==> config.mk <==
export PLATFORM = sky130hd
export DESIGN_NAME = tilt_direction_classifier
export DESIGN_NICKNAME = d
export VERILOG_FILES = /design/src/hdl/tdc_pkg.sv /design/src/hdl/tdc_center.sv /design/src/hdl/tdc_square.sv /design/src/hdl/tdc_product.sv /design/src/hdl/tdc_decide.sv /design/src/hdl/tilt_direction_classifier.sv
export SDC_FILE = /design/constraint.sdc
export NUM_CORES = 2
export LEC_CHECK = 0
export BUFFER_PORTS_ARGS = -buffer_cell sky130_fd_sc_hd__buf_2
export CAP_MARGIN = 20
export CORE_ASPECT_RATIO = 1.4
export CORE_MARGIN = 3
export CORE_UTILIZATION = 56
export CTS_CLUSTER_DIAMETER = 50
export CTS_CLUSTER_SIZE = 16
export DETAILED_ROUTE_END_ITERATION = 16
export PLACE_DENSITY = 0.72
export REMOVE_ABC_BUFFERS = 1
export SYNTH_ARGS = -nofsm -noshare
export SYNTH_HDL_FRONTEND = slang
export SYNTH_SLANG_ARGS = --single-unit
export TNS_END_PERCENT = 5
==> constraint.sdc <==
create_clock -name i_clk -period 22.6 [get_ports i_clk]
set_clock_uncertainty 0.1 [all_clocks]
set_input_delay 2.26 -clock i_clk [delete_from_list [all_inputs] [get_ports i_clk]]
set_output_delay 2.26 -clock i_clk [all_outputs]
set_load 0.005 [all_outputs]
==> src/hdl/tdc_pkg.sv <==
`default_nettype none
// ----------------------------------------------------------------------------
// tdc_pkg
// Shared constants, register codes and direction codes of the tilt direction
// classifier.
// ----------------------------------------------------------------------------
package tdc_pkg;

    // Width of the raw sample fields on the stream port
    localparam int FIELD_BITS       = 12;
    // Default width of the internal sample datapath
    localparam int SAMPLE_BITS_DEF  = 12;
    // Width of the squared-tangent thresholds (Q16)
    localparam int TAN_BITS         = 24;
    localparam int Q16_SHIFT        = 16;

    // Configuration port
    localparam int CFG_IDX_BITS     = 2;
    localparam int CFG_DATA_BITS    = 24;

    // Reset values of the configuration registers
    localparam logic [FIELD_BITS-1:0] MIDPOINT_RST = 12'd2048;
    localparam logic [TAN_BITS-1:0]   MIN_TAN_RST  = 24'd21845;
    localparam logic [TAN_BITS-1:0]   MAX_TAN_RST  = 24'd196608;

    // Stream payload widths (packed fields, padded to whole bytes)
    localparam int S_TDATA_BITS     = 40;
    localparam int M_TDATA_BITS     = 8;

    typedef enum logic [CFG_IDX_BITS-1:0] {
        CFG_MIDPOINT = 2'd0,
        CFG_MIN_TAN  = 2'd1,
        CFG_MAX_TAN  = 2'd2
    } t_cfg_idx;

    typedef enum logic [2:0] {
        DIR_NONE  = 3'd0,
        DIR_DOWN  = 3'd1,
        DIR_RIGHT = 3'd2,
        DIR_UP    = 3'd3,
        DIR_LEFT  = 3'd4
    } t_dir;

    // Active-low LED pattern for each direction
    localparam logic [2:0] LED_OFF   = 3'd7;
    localparam logic [2:0] LED_DOWN  = 3'd5;
    localparam logic [2:0] LED_RIGHT = 3'd1;
    localparam logic [2:0] LED_UP    = 3'd6;
    localparam logic [2:0] LED_LEFT  = 3'd3;

    function automatic logic [2:0] led_for_dir(input t_dir dir);
        logic [2:0] led;
        case (dir)
            DIR_DOWN:  led = LED_DOWN;
            DIR_RIGHT: led = LED_RIGHT;
            DIR_UP:    led = LED_UP;
            DIR_LEFT:  led = LED_LEFT;
            default:   led = LED_OFF;
        endcase
        return led;
    endfunction

endpackage
`default_nettype wire

==> src/hdl/tdc_center.sv <==
`default_nettype none
// ----------------------------------------------------------------------------
// tdc_center
// Stage 1: trim the raw samples to the datapath width and subtract the
// zero-g midpoint, giving signed axis deltas.
// ----------------------------------------------------------------------------
module tdc_center
    import tdc_pkg::*;
#(
    parameter int SAMPLE_BITS = SAMPLE_BITS_DEF
) (
    input  wire logic                       i_clk,
    input  wire logic                       i_rst_n,
    input  wire logic                       i_valid,
    output logic                            o_ready,
    input  wire logic [FIELD_BITS-1:0]      i_x,
    input  wire logic [FIELD_BITS-1:0]      i_y,
    input  wire logic [FIELD_BITS-1:0]      i_z,
    input  wire logic [FIELD_BITS-1:0]      i_midpoint,
    output logic                            o_valid,
    input  wire logic                       i_ready,
    output logic signed [SAMPLE_BITS:0]     o_dx,
    output logic signed [SAMPLE_BITS:0]     o_dy,
    output logic signed [SAMPLE_BITS:0]     o_dz
);

    localparam int EXT_BITS = (SAMPLE_BITS > FIELD_BITS) ? SAMPLE_BITS : FIELD_BITS;

    logic [EXT_BITS-1:0]           w_xe, w_ye, w_ze, w_me;
    logic signed [SAMPLE_BITS:0]   n_dx, n_dy, n_dz;
    logic                          r_valid;
    logic signed [SAMPLE_BITS:0]   r_dx, r_dy, r_dz;

    // Keep only the low SAMPLE_BITS bits of each sample and of the midpoint
    assign w_xe = EXT_BITS'(i_x);
    assign w_ye = EXT_BITS'(i_y);
    assign w_ze = EXT_BITS'(i_z);
    assign w_me = EXT_BITS'(i_midpoint);

    assign n_dx = $signed({1'b0, w_xe[SAMPLE_BITS-1:0]}) - $signed({1'b0, w_me[SAMPLE_BITS-1:0]});
    assign n_dy = $signed({1'b0, w_ye[SAMPLE_BITS-1:0]}) - $signed({1'b0, w_me[SAMPLE_BITS-1:0]});
    assign n_dz = $signed({1'b0, w_ze[SAMPLE_BITS-1:0]}) - $signed({1'b0, w_me[SAMPLE_BITS-1:0]});

    assign o_ready = !r_valid || i_ready;

    always_ff @(posedge i_clk) begin
        if (!i_rst_n) begin
            r_valid <= 1'b0;
        end else if (o_ready) begin
            r_valid <= i_valid;
        end
    end

    always_ff @(posedge i_clk) begin
        if (o_ready && i_valid) begin
            r_dx <= n_dx;
            r_dy <= n_dy;
            r_dz <= n_dz;
        end
    end

    assign o_valid = r_valid;
    assign o_dx    = r_dx;
    assign o_dy    = r_dy;
    assign o_dz    = r_dz;

endmodule
`default_nettype wire

==> src/hdl/tdc_square.sv <==
`default_nettype none
// ----------------------------------------------------------------------------
// tdc_square
// Stage 2: square the three axis deltas, flag a positive Z and sort the
// horizontal direction into one of four sectors.
// ----------------------------------------------------------------------------
module tdc_square
    import tdc_pkg::*;
#(
    parameter int SAMPLE_BITS = SAMPLE_BITS_DEF
) (
    input  wire logic                        i_clk,
    input  wire logic                        i_rst_n,
    input  wire logic                        i_valid,
    output logic                             o_ready,
    input  wire logic signed [SAMPLE_BITS:0] i_dx,
    input  wire logic signed [SAMPLE_BITS:0] i_dy,
    input  wire logic signed [SAMPLE_BITS:0] i_dz,
    output logic                             o_valid,
    input  wire logic                        i_ready,
    output logic [2*SAMPLE_BITS-1:0]         o_dx2,
    output logic [2*SAMPLE_BITS-1:0]         o_dy2,
    output logic [2*SAMPLE_BITS-1:0]         o_dz2,
    output logic                             o_dz_pos,
    output t_dir                             o_sector
);

    logic signed [2*SAMPLE_BITS+1:0] w_px, w_py, w_pz;
    logic signed [SAMPLE_BITS:0]     w_ndx, w_ndy;
    logic                            n_dz_pos;
    t_dir                            n_sector;
    logic                            r_valid;
    logic [2*SAMPLE_BITS-1:0]        r_dx2, r_dy2, r_dz2;
    logic                            r_dz_pos;
    t_dir                            r_sector;

    // Squares are non-negative and below 2^(2*SAMPLE_BITS)
    assign w_px = i_dx * i_dx;
    assign w_py = i_dy * i_dy;
    assign w_pz = i_dz * i_dz;

    assign w_ndx = -i_dx;
    assign w_ndy = -i_dy;

    assign n_dz_pos = !i_dz[SAMPLE_BITS] && (i_dz != '0);

    // Boundaries: 45 to right, 135 to up, 225 to left, 315 to down;
    // a zero horizontal component counts as down.
    always_comb begin
        if (i_dx == '0 && i_dy == '0) begin
            n_sector = DIR_DOWN;
        end else if (i_dx > 0 && w_ndx <= i_dy && i_dy < i_dx) begin
            n_sector = DIR_DOWN;
        end else if (i_dy > 0 && w_ndy < i_dx && i_dx <= i_dy) begin
            n_sector = DIR_RIGHT;
        end else if (i_dx < 0 && i_dx < i_dy && i_dy <= w_ndx) begin
            n_sector = DIR_UP;
        end else begin
            n_sector = DIR_LEFT;
        end
    end

    assign o_ready = !r_valid || i_ready;

    always_ff @(posedge i_clk) begin
        if (!i_rst_n) begin
            r_valid <= 1'b0;
        end else if (o_ready) begin
            r_valid <= i_valid;
        end
    end

    always_ff @(posedge i_clk) begin
        if (o_ready && i_valid) begin
            r_dx2    <= w_px[2*SAMPLE_BITS-1:0];
            r_dy2    <= w_py[2*SAMPLE_BITS-1:0];
            r_dz2    <= w_pz[2*SAMPLE_BITS-1:0];
            r_dz_pos <= n_dz_pos;
            r_sector <= n_sector;
        end
    end

    assign o_valid  = r_valid;
    assign o_dx2    = r_dx2;
    assign o_dy2    = r_dy2;
    assign o_dz2    = r_dz2;
    assign o_dz_pos = r_dz_pos;
    assign o_sector = r_sector;

endmodule
`default_nettype wire

==> src/hdl/tdc_product.sv <==
`default_nettype none
// ----------------------------------------------------------------------------
// tdc_product
// Stage 3: scale Z squared by both thresholds and sum the horizontal squares.
// ----------------------------------------------------------------------------
module tdc_product
    import tdc_pkg::*;
#(
    parameter int SAMPLE_BITS = SAMPLE_BITS_DEF
) (
    input  wire logic                            i_clk,
    input  wire logic                            i_rst_n,
    input  wire logic                            i_valid,
    output logic                                 o_ready,
    input  wire logic [2*SAMPLE_BITS-1:0]        i_dx2,
    input  wire logic [2*SAMPLE_BITS-1:0]        i_dy2,
    input  wire logic [2*SAMPLE_BITS-1:0]        i_dz2,
    input  wire logic                            i_dz_pos,
    input  wire t_dir                            i_sector,
    input  wire logic [TAN_BITS-1:0]             i_min_tan,
    input  wire logic [TAN_BITS-1:0]             i_max_tan,
    output logic                                 o_valid,
    input  wire logic                            i_ready,
    output logic [2*SAMPLE_BITS:0]               o_h2,
    output logic [2*SAMPLE_BITS+TAN_BITS-1:0]    o_lo,
    output logic [2*SAMPLE_BITS+TAN_BITS-1:0]    o_hi,
    output logic                                 o_dz_pos,
    output t_dir                                 o_sector
);

    localparam int PROD_BITS = 2*SAMPLE_BITS + TAN_BITS;
    localparam int H2_BITS   = 2*SAMPLE_BITS + 1;

    logic [PROD_BITS-1:0] n_lo, n_hi;
    logic [H2_BITS-1:0]   n_h2;
    logic                 r_valid;
    logic [PROD_BITS-1:0] r_lo, r_hi;
    logic [H2_BITS-1:0]   r_h2;
    logic                 r_dz_pos;
    t_dir                 r_sector;

    assign n_lo = PROD_BITS'(i_dz2) * PROD_BITS'(i_min_tan);
    assign n_hi = PROD_BITS'(i_dz2) * PROD_BITS'(i_max_tan);
    assign n_h2 = H2_BITS'(i_dx2) + H2_BITS'(i_dy2);

    assign o_ready = !r_valid || i_ready;

    always_ff @(posedge i_clk) begin
        if (!i_rst_n) begin
            r_valid <= 1'b0;
        end else if (o_ready) begin
            r_valid <= i_valid;
        end
    end

    always_ff @(posedge i_clk) begin
        if (o_ready && i_valid) begin
            r_lo     <= n_lo;
            r_hi     <= n_hi;
            r_h2     <= n_h2;
            r_dz_pos <= i_dz_pos;
            r_sector <= i_sector;
        end
    end

    assign o_valid  = r_valid;
    assign o_h2     = r_h2;
    assign o_lo     = r_lo;
    assign o_hi     = r_hi;
    assign o_dz_pos = r_dz_pos;
    assign o_sector = r_sector;

endmodule
`default_nettype wire

==> src/hdl/tdc_decide.sv <==
`default_nettype none
// ----------------------------------------------------------------------------
// tdc_decide
// Stage 4: compare the scaled horizontal square against both bounds and
// register the direction code and LED pattern for the output stream.
// ----------------------------------------------------------------------------
module tdc_decide
    import tdc_pkg::*;
#(
    parameter int SAMPLE_BITS = SAMPLE_BITS_DEF
) (
    input  wire logic                            i_clk,
    input  wire logic                            i_rst_n,
    input  wire logic                            i_valid,
    output logic                                 o_ready,
    input  wire logic [2*SAMPLE_BITS:0]          i_h2,
    input  wire logic [2*SAMPLE_BITS+TAN_BITS-1:0] i_lo,
    input  wire logic [2*SAMPLE_BITS+TAN_BITS-1:0] i_hi,
    input  wire logic                            i_dz_pos,
    input  wire t_dir                            i_sector,
    output logic                                 o_valid,
    input  wire logic                            i_ready,
    output t_dir                                 o_dir,
    output logic [2:0]                           o_led
);

    localparam int PROD_BITS = 2*SAMPLE_BITS + TAN_BITS;

    logic [PROD_BITS-1:0] w_h2_q16;
    logic                 w_in_band;
    t_dir                 n_dir;
    logic                 r_valid;
    t_dir                 r_dir;
    logic [2:0]           r_led;

    // Horizontal square in Q16, same scale as the threshold products
    assign w_h2_q16  = PROD_BITS'(i_h2) << Q16_SHIFT;
    assign w_in_band = i_dz_pos && (i_lo <= w_h2_q16) && (w_h2_q16 <= i_hi);
    assign n_dir     = w_in_band ? i_sector : DIR_NONE;

    assign o_ready = !r_valid || i_ready;

    always_ff @(posedge i_clk) begin
        if (!i_rst_n) begin
            r_valid <= 1'b0;
        end else if (o_ready) begin
            r_valid <= i_valid;
        end
    end

    always_ff @(posedge i_clk) begin
        if (o_ready && i_valid) begin
            r_dir <= n_dir;
            r_led <= led_for_dir(n_dir);
        end
    end

    assign o_valid = r_valid;
    assign o_dir   = r_dir;
    assign o_led   = r_led;

endmodule
`default_nettype wire

==> src/hdl/tilt_direction_classifier.sv <==
`default_nettype none
// ----------------------------------------------------------------------------
// tilt_direction_classifier
// Classifies accelerometer sample triples into a tilt direction and an
// active-low LED pattern, four register stages deep.
// ----------------------------------------------------------------------------
// One transfer in gives exactly one transfer out from the last stage when the
// output side is ready. The block takes one sample triple per clock cycle;
// that rate holds as long as the output side takes a result each cycle, and
// the ready chain through the four stages lets bubbles close up while the
// output stalls. Each sample has the midpoint removed, then the tilt is in
// band when Z is positive and min_tan_sq*dz^2 <= (dx^2+dy^2)<<16 <=
// max_tan_sq*dz^2 (Q16 thresholds, both bounds inclusive). An in-band tilt is
// sorted into four 90-degree sectors centered on the axes: 45 degrees goes to
// right, 135 to up, 225 to left, 315 to down, and a zero horizontal component
// to down. Stages: center, square and sector, threshold products, compare
// and output register. Write configuration only while no transfer is in
// flight; a write to an index beyond the register list is dropped.
// ----------------------------------------------------------------------------
module tilt_direction_classifier
    import tdc_pkg::*;
#(
    parameter int SAMPLE_BITS = SAMPLE_BITS_DEF
) (
    input  wire logic                     i_clk,
    input  wire logic                     i_rst_n,
    // Input stream
    input  wire logic                     i_s_tvalid,
    output logic                          o_s_tready,
    // [11:0] x_sample, [23:12] y_sample, [35:24] z_sample, [39:36] zero
    input  wire logic [S_TDATA_BITS-1:0]  i_s_tdata,
    // Output stream
    output logic                          o_m_tvalid,
    input  wire logic                     i_m_tready,
    // [2:0] direction, [5:3] led_pattern, [7:6] zero
    output logic [M_TDATA_BITS-1:0]       o_m_tdata,
    // Configuration write port
    input  wire logic                     i_cfg_we,
    input  wire logic [CFG_IDX_BITS-1:0]  i_cfg_idx,
    input  wire logic [CFG_DATA_BITS-1:0] i_cfg_data
);

    localparam int PROD_BITS = 2*SAMPLE_BITS + TAN_BITS;

    // Configuration registers
    logic [FIELD_BITS-1:0] r_midpoint;
    logic [TAN_BITS-1:0]   r_min_tan;
    logic [TAN_BITS-1:0]   r_max_tan;

    // Stage 1 -> 2
    logic                        w_c_valid, w_c_ready;
    logic signed [SAMPLE_BITS:0] w_dx, w_dy, w_dz;
    // Stage 2 -> 3
    logic                        w_q_valid, w_q_ready;
    logic [2*SAMPLE_BITS-1:0]    w_dx2, w_dy2, w_dz2;
    logic                        w_q_dz_pos;
    t_dir                        w_q_sector;
    // Stage 3 -> 4
    logic                        w_p_valid, w_p_ready;
    logic [2*SAMPLE_BITS:0]      w_h2;
    logic [PROD_BITS-1:0]        w_lo, w_hi;
    logic                        w_p_dz_pos;
    t_dir                        w_p_sector;
    // Stage 4 outputs
    t_dir                        w_dir;
    logic [2:0]                  w_led;

    // Configuration writes: take effect at the clock edge, no read-back
    always_ff @(posedge i_clk) begin
        if (!i_rst_n) begin
            r_midpoint <= MIDPOINT_RST;
            r_min_tan  <= MIN_TAN_RST;
            r_max_tan  <= MAX_TAN_RST;
        end else if (i_cfg_we) begin
            unique case (t_cfg_idx'(i_cfg_idx))
                CFG_MIDPOINT: r_midpoint <= i_cfg_data[FIELD_BITS-1:0];
                CFG_MIN_TAN:  r_min_tan  <= i_cfg_data[TAN_BITS-1:0];
                CFG_MAX_TAN:  r_max_tan  <= i_cfg_data[TAN_BITS-1:0];
                default:      ;
            endcase
        end
    end

    // Stage 1: remove the midpoint
    tdc_center #(
        .SAMPLE_BITS (SAMPLE_BITS)
    ) u_center (
        .i_clk      (i_clk),
        .i_rst_n    (i_rst_n),
        .i_valid    (i_s_tvalid),
        .o_ready    (o_s_tready),
        .i_x        (i_s_tdata[FIELD_BITS-1:0]),
        .i_y        (i_s_tdata[2*FIELD_BITS-1:FIELD_BITS]),
        .i_z        (i_s_tdata[3*FIELD_BITS-1:2*FIELD_BITS]),
        .i_midpoint (r_midpoint),
        .o_valid    (w_c_valid),
        .i_ready    (w_c_ready),
        .o_dx       (w_dx),
        .o_dy       (w_dy),
        .o_dz       (w_dz)
    );

    // Stage 2: squares and sector
    tdc_square #(
        .SAMPLE_BITS (SAMPLE_BITS)
    ) u_square (
        .i_clk    (i_clk),
        .i_rst_n  (i_rst_n),
        .i_valid  (w_c_valid),
        .o_ready  (w_c_ready),
        .i_dx     (w_dx),
        .i_dy     (w_dy),
        .i_dz     (w_dz),
        .o_valid  (w_q_valid),
        .i_ready  (w_q_ready),
        .o_dx2    (w_dx2),
        .o_dy2    (w_dy2),
        .o_dz2    (w_dz2),
        .o_dz_pos (w_q_dz_pos),
        .o_sector (w_q_sector)
    );

    // Stage 3: threshold products
    tdc_product #(
        .SAMPLE_BITS (SAMPLE_BITS)
    ) u_product (
        .i_clk     (i_clk),
        .i_rst_n   (i_rst_n),
        .i_valid   (w_q_valid),
        .o_ready   (w_q_ready),
        .i_dx2     (w_dx2),
        .i_dy2     (w_dy2),
        .i_dz2     (w_dz2),
        .i_dz_pos  (w_q_dz_pos),
        .i_sector  (w_q_sector),
        .i_min_tan (r_min_tan),
        .i_max_tan (r_max_tan),
        .o_valid   (w_p_valid),
        .i_ready   (w_p_ready),
        .o_h2      (w_h2),
        .o_lo      (w_lo),
        .o_hi      (w_hi),
        .o_dz_pos  (w_p_dz_pos),
        .o_sector  (w_p_sector)
    );

    // Stage 4: band test and output register
    tdc_decide #(
        .SAMPLE_BITS (SAMPLE_BITS)
    ) u_decide (
        .i_clk    (i_clk),
        .i_rst_n  (i_rst_n),
        .i_valid  (w_p_valid),
        .o_ready  (w_p_ready),
        .i_h2     (w_h2),
        .i_lo     (w_lo),
        .i_hi     (w_hi),
        .i_dz_pos (w_p_dz_pos),
        .i_sector (w_p_sector),
        .o_valid  (o_m_tvalid),
        .i_ready  (i_m_tready),
        .o_dir    (w_dir),
        .o_led    (w_led)
    );

    // Pack the result: direction low, LED pattern above, zero fill
    assign o_m_tdata = {2'b00, w_led, w_dir};

endmodule
`default_nettype wire

# Word-level counts from Yosys, hierarchy flattened
# Index checks and enable logic that the tools add are counted.
# word_totals
out_inout_bits	10
reg_bits	310
elab_cells	87
# op_classes
n_mux	4
n_lt_le_gt_ge	11
multipliers	5
n_reduce_logical	32
add_sub_neg	6
n_eq_ne	6
# op_table
operator	count
24-bit by 24-bit multiplier with 48-bit output	2
13-bit by 13-bit multiplier with 24-bit output	3
41-bit by 48-bit <= comparator with 1-bit output	1
48-bit by 41-bit <= comparator with 1-bit output	1
13-bit <= comparator	3
13-bit < comparator	3
12-bit by 12-bit subtractor with 13-bit output	3
13-bit by 1-bit > comparator with 1-bit output, second input constant	2
13-bit logical NOT	2
13-bit negator	2
24-bit by 24-bit adder with 25-bit output	1
1-bit logical AND	14
13-bit by 1-bit < comparator with 1-bit output, second input constant	1
13-bit nonzero test	1
3-bit case mux with 4 select lines	1
3-bit by 2-bit equality test with 1-bit output, second input constant	2
3-bit two-way mux	2
2-bit AND reduction	3
1-bit logical NOT	5
1-bit logical OR	4
3-bit by 1-bit equality test with 1-bit output, second input constant	1
3-bit equality test, second input constant	1
3-bit OR reduction	1
2-bit by 1-bit equality test with 1-bit output, second input constant	1
other kinds (4)	4

# Longest topological paths before layout
# logic_depth
ltp_word	6
depth_mapped	28

# Modules after synthesis
# Synthesis repeated with hierarchy kept, for this count alone.
# hier_totals
hier_cells	7368
hier_area_um2	69242.7
# by_module_without_submodules
module	seq_area_each_um2	area_each_um2	n_inst	cells_per_inst
tdc_product	3773.6	43097.6	1	4670
tdc_square	2212.1	19304.8	1	1973
tdc_center	1191.1	2800.2	1	262
tilt_direction_classifier	1201.2	2352.3	1	241
tdc_decide	200.2	1687.9	1	222

# Worst setup path before layout
# Ideal clock, no wire load.
# synth_timing
kind	input -> register
startpoint	in i_m_tready
endpoint	reg u_product.r_dz_pos (netlist: u_product.o_dz_pos) (enable)
path_buffers	0
setup_slack_ps	10326
cell_stages	2
arrival_time_ps	11373
cell_sequence	nor2b_1 -> a21boi_0
# synth_via
elab_chain_cells	3
# synth_lines
element	line	text
from (decl)	tilt_direction_classifier.sv:34	input wire logic i_m_tready,
1-bit logical OR	tdc_decide.sv:41	assign o_ready = !r_valid || i_ready;
1-bit logical OR	tdc_product.sv:46	assign o_ready = !r_valid || i_ready;
1-bit logical AND	tdc_product.sv:57	if (o_ready && i_valid) begin
to (signal assigned)	tdc_product.sv:61	r_dz_pos <= i_dz_pos;
to (decl)	tdc_product.sv:39	logic r_dz_pos;
# No other way between the ends.
# A chain may end at the register's enable or synchronous reset.

# Worst setup path after layout
# layout_timing
startpoint	reg r_max_tan[9]
endpoint	reg u_product.r_hi[45] (netlist: u_product.o_hi[45]), data pin
# layout_via
elab_chain_cells	1
# layout_lines
element	line	text
from (decl)	tilt_direction_classifier.sv:48	logic [TAN_BITS-1:0] r_max_tan;
from (signal assigned)	tilt_direction_classifier.sv:78	CFG_MAX_TAN: r_max_tan <= i_cfg_data[TAN_BITS-1:0];
24-bit by 24-bit multiplier with 48-bit output	tdc_product.sv:43	assign n_hi = PROD_BITS'(i_dz2) * PROD_BITS'(i_max_tan);
net u_product.n_hi[45]	tdc_product.sv:34	logic [PROD_BITS-1:0] n_lo, n_hi;
to (signal assigned)	tdc_product.sv:59	r_hi <= n_hi;
to (decl)	tdc_product.sv:37	logic [PROD_BITS-1:0] r_lo, r_hi;
# The timed path passes the listed nets, and every way through them passes these cells.

==> run metrics <==
status completed; nets 9121; simple-gate share of the synthesized area 0.1457; RSZ-0062 raised after global routing false; proportion of netlist area held by the largest area contributor 0.3998; clk root buf clkbuf_16; post-detail-place hpwl 126.5 mm; Area Overhead vs Synth 4.728%; Min-Delay Path Class flop to flop; post-layout util 0.5948; Clock Sinks slightly above 300; largest cells by area after synthesis fa_1 40%, ha_1 13%, edfxtp_1 11%; Clock Tree Buf Depth 3; min cycle time layout 8.714 ns; first-pass GRT wire length roughly 270 mm; hold_buf cts 0; Netlist cell types 84; Post-Synth XOR/XNOR Area 0.02978; Buf+Inv Stages, Crit Path 3; vias per cell 5.555; Avg Synthesized Cell Area 9.481 sq um; Crit. End Element flop; largest family of logic cells by synthesized area adder cells; later-pin clock latency in the skew report 0.58 ns; CP Data Arrival Time 8.92 ns; Slew @ Worst Pin 1.181 ns; CP startpoint kind flop; I/O Buffers 74; CTS tree built; gr usage total 0.2680; Antenna Violating Nets Remaining 0; Reg clk slew, reported paths around 0.07 ns; pin count of the biggest net entering global routing between 70 and 80; vias in the first global route 52850; worst slack at placement 14.10 ns; Synth Area in Compound Gates 0.05945; via count approximately 48000; Max Cap Viol 0; reg2reg setup slack 13.89 ns; count leader, synth inv_1; number of synthesized flops with an enable pin 243; Mapped Area 67340 sq um; Hold Fails Final Rpt 0; Post-CTS Setup Bufs 0; Core ar. 118600 sq um; Crit Path Class flop to flop; DIE HEIGHT 416.3 um; Critical Path Most Common Cell fa_1; DP Area 69100 sq um; ys flop type edfxtp_1; Req. time, crit path between 20 and 25 ns; post-CTS sizing 0; DR WL/cell 18.52 um; FILL cells 10290; DIE AREA 124500 sq um; share of cells above drive strength 1 0.03399; post-route cell area 70530 sq um; initial antenna violation count 4; Residual DRC 0; Synth top cells by count 1596 x inv_1, 1345 x fa_1, 839 x nand2_1; Worst Hold Path EP u_product.o_sector[1]; GRT overflow 0; final setup fails 0; YS warnings 0; mux cell area share after synthesis 0.0009475; reg2reg start r_max_tan[9]; Starting Density 0.5680; worst hold path depth 0; Final period util 0.3856; DRT iter0 DRCs about 2700; Setup TNS 0 ns; #FFs+latches synth 307; largest delay contributor family on the critical path adder cells; hold_sp u_square.o_sector[1]; TritonRoute pass-1 iters 6; IO Pins 81; Mapped Cells ~7100; final worst slack 13.89 ns; crit path max fanout 24; row cnt roughly 150; number of H-tree levels 2; path depth of the worst reg2reg path 21; Synth area leader fa_1; CP max-delay cell a2111oi_1; Synth Area in Adders 0.5304; gp weighted congestion 0.9473; total CTS buffers 38; Seq/Total Area, Yosys 0.1274; Max-slew headroom 0.2024; cells along the critical path nand2_1 > fa_1 > fa_1 > inv_1 > fa_1 > fa_1 > fa_1 > fa_1 > inv_1 > fa_1 > inv_1 > ha_1 > a21oi_1 > o21bai_1 > a2111oi_2 > nor3_1 > a2111oi_1 > nor3_1 > o31ai_1 > o41ai_1 > xor2_1; RR Endpoint u_product.o_hi[45]; asr flop ratio synth 0; fmax 0.1148 GHz; largest stage delay on the critical path approximately 1.1 ns; drt total wl 159.6 mm; max-slew violations 0; Die X 299.1 um
[sequential cells by signal (all words and copies together) (netlist names), 3 cells and up]
register	cells
u_decide.o_led	3
u_square.o_dy2	23
r_max_tan	24
u_center.o_dx	13
r_midpoint	12
u_square.o_dx2	23
u_product.o_h2	25
u_square.o_sector	3
u_decide.o_dir	3
u_product.o_sector	3
u_product.o_lo	48
u_center.o_dz	13
u_square.o_dz2	23
u_product.o_hi	48
r_min_tan	24
u_center.o_dy	13
[worst register-to-register path, stage by stage, from the launching register on]
cell and delay, ns:
dfxtp_1 1.04, nand2_1 0.21, fa_1 0.56, fa_1 0.55
inv_1 0.05, fa_1 0.48, fa_1 0.61, fa_1 0.44
fa_1 0.49, inv_1 0.05, fa_1 0.48, inv_1 0.05
ha_1 0.34, a21oi_1 0.15, o21bai_1 0.11, a2111oi_2 0.48
nor3_1 0.22, a2111oi_1 1.07, nor3_1 0.23, o31ai_1 0.46
o41ai_1 0.13, xor2_1 0.15
[layout make-up]
| type | count | area, sq um | share of cell area |
|---|---|---|---|
| diodes | 4 | 10.01 | 0.0001419 |
| clock buffers | 43 | 1012 | 0.01435 |
| clock inverters | 26 | 319.1 | 0.004524 |
| inverters | 1609 | 6040 | 0.08563 |
| multi-input cells | 4913 | 51720 | 0.7333 |
| flip-flops and latches | 307 | 8578 | 0.1216 |
| well taps | 1585 | 1983 | 0.02812 |
| repair buffers | 133 | 869.6 | 0.01233 |
[routing by layer]
layer  vias to the layer above  global-route usage  routed length [um]
li1                      21330                   -                   -
met1                     24610              0.3137               58390
met2                      1510              0.4809               81860
met3                       445             0.02898                8740
met4                         0              0.1460               10650
met5                         -                   0                   0
[logic make-up after synthesis]
group	Yosys count
AO/OA/AOI/OAI	595
XOR/XNOR	229
adder cells (fa/ha/maj)	2048
buffers and inverters	1904
flip-flops	307
multiplexers	6
other	2
AND/OR/NAND/NOR	2012
[cells in the final DEF (no fill, tap or decap), types with 11 or more instances in the layout]
cell type	n
nand2b_1	19
nand3_1	50
dfxtp_1	64
conb_1	23
and2_1	664
a21o_1	84
xnor2_1	182
nor3_1	49
nor2b_1	34
nand4_1	29
o21bai_1	23
inv_1	1596
fa_1	1345
buf_4	54
nor4_1	21
nor2_1	244
and3_1	16
nand2_1	839
o211ai_1	11
ha_1	703
xor2_1	47
buf_2	74
a21oi_1	148
o21a_1	44
clkbuf_16	40
a31oi_1	23
a211oi_1	16
a21boi_0	64
edfxtp_1	243
o21ai_0	94
[how the worst max path moves through the flow]
stage	end	startpoint	cells past startpoint
final	u_product.o_hi[45]	r_max_tan[9]	21
after global routing	u_product.o_hi[45]	r_max_tan[9]	21
after CTS	u_product.o_hi[45]	r_max_tan[9]	21
after detailed placement	u_product.o_hi[45]	r_max_tan[9]	21
after global placement	u_product.o_hi[45]	r_max_tan[9]	21
after floorplan	u_product.o_dz_pos	i_m_tready	2
[per-stage QoR]
| step | instances | hold slack [ns] |
|---|---|---|
| after floorplan | 6829 | 0.3003 |
| after global placement | 8542 | 0.3099 |
| after detailed placement | 8543 | 0.3159 |
| after CTS | 8612 | 0.3210 |
| after global routing | 8617 | 0.3302 |
| final | 8620 | 0.3244 |
Power is left out: the tool's default activity adds up to more than one toggle a clock period on the data nets, which glitch-free logic cannot reach.
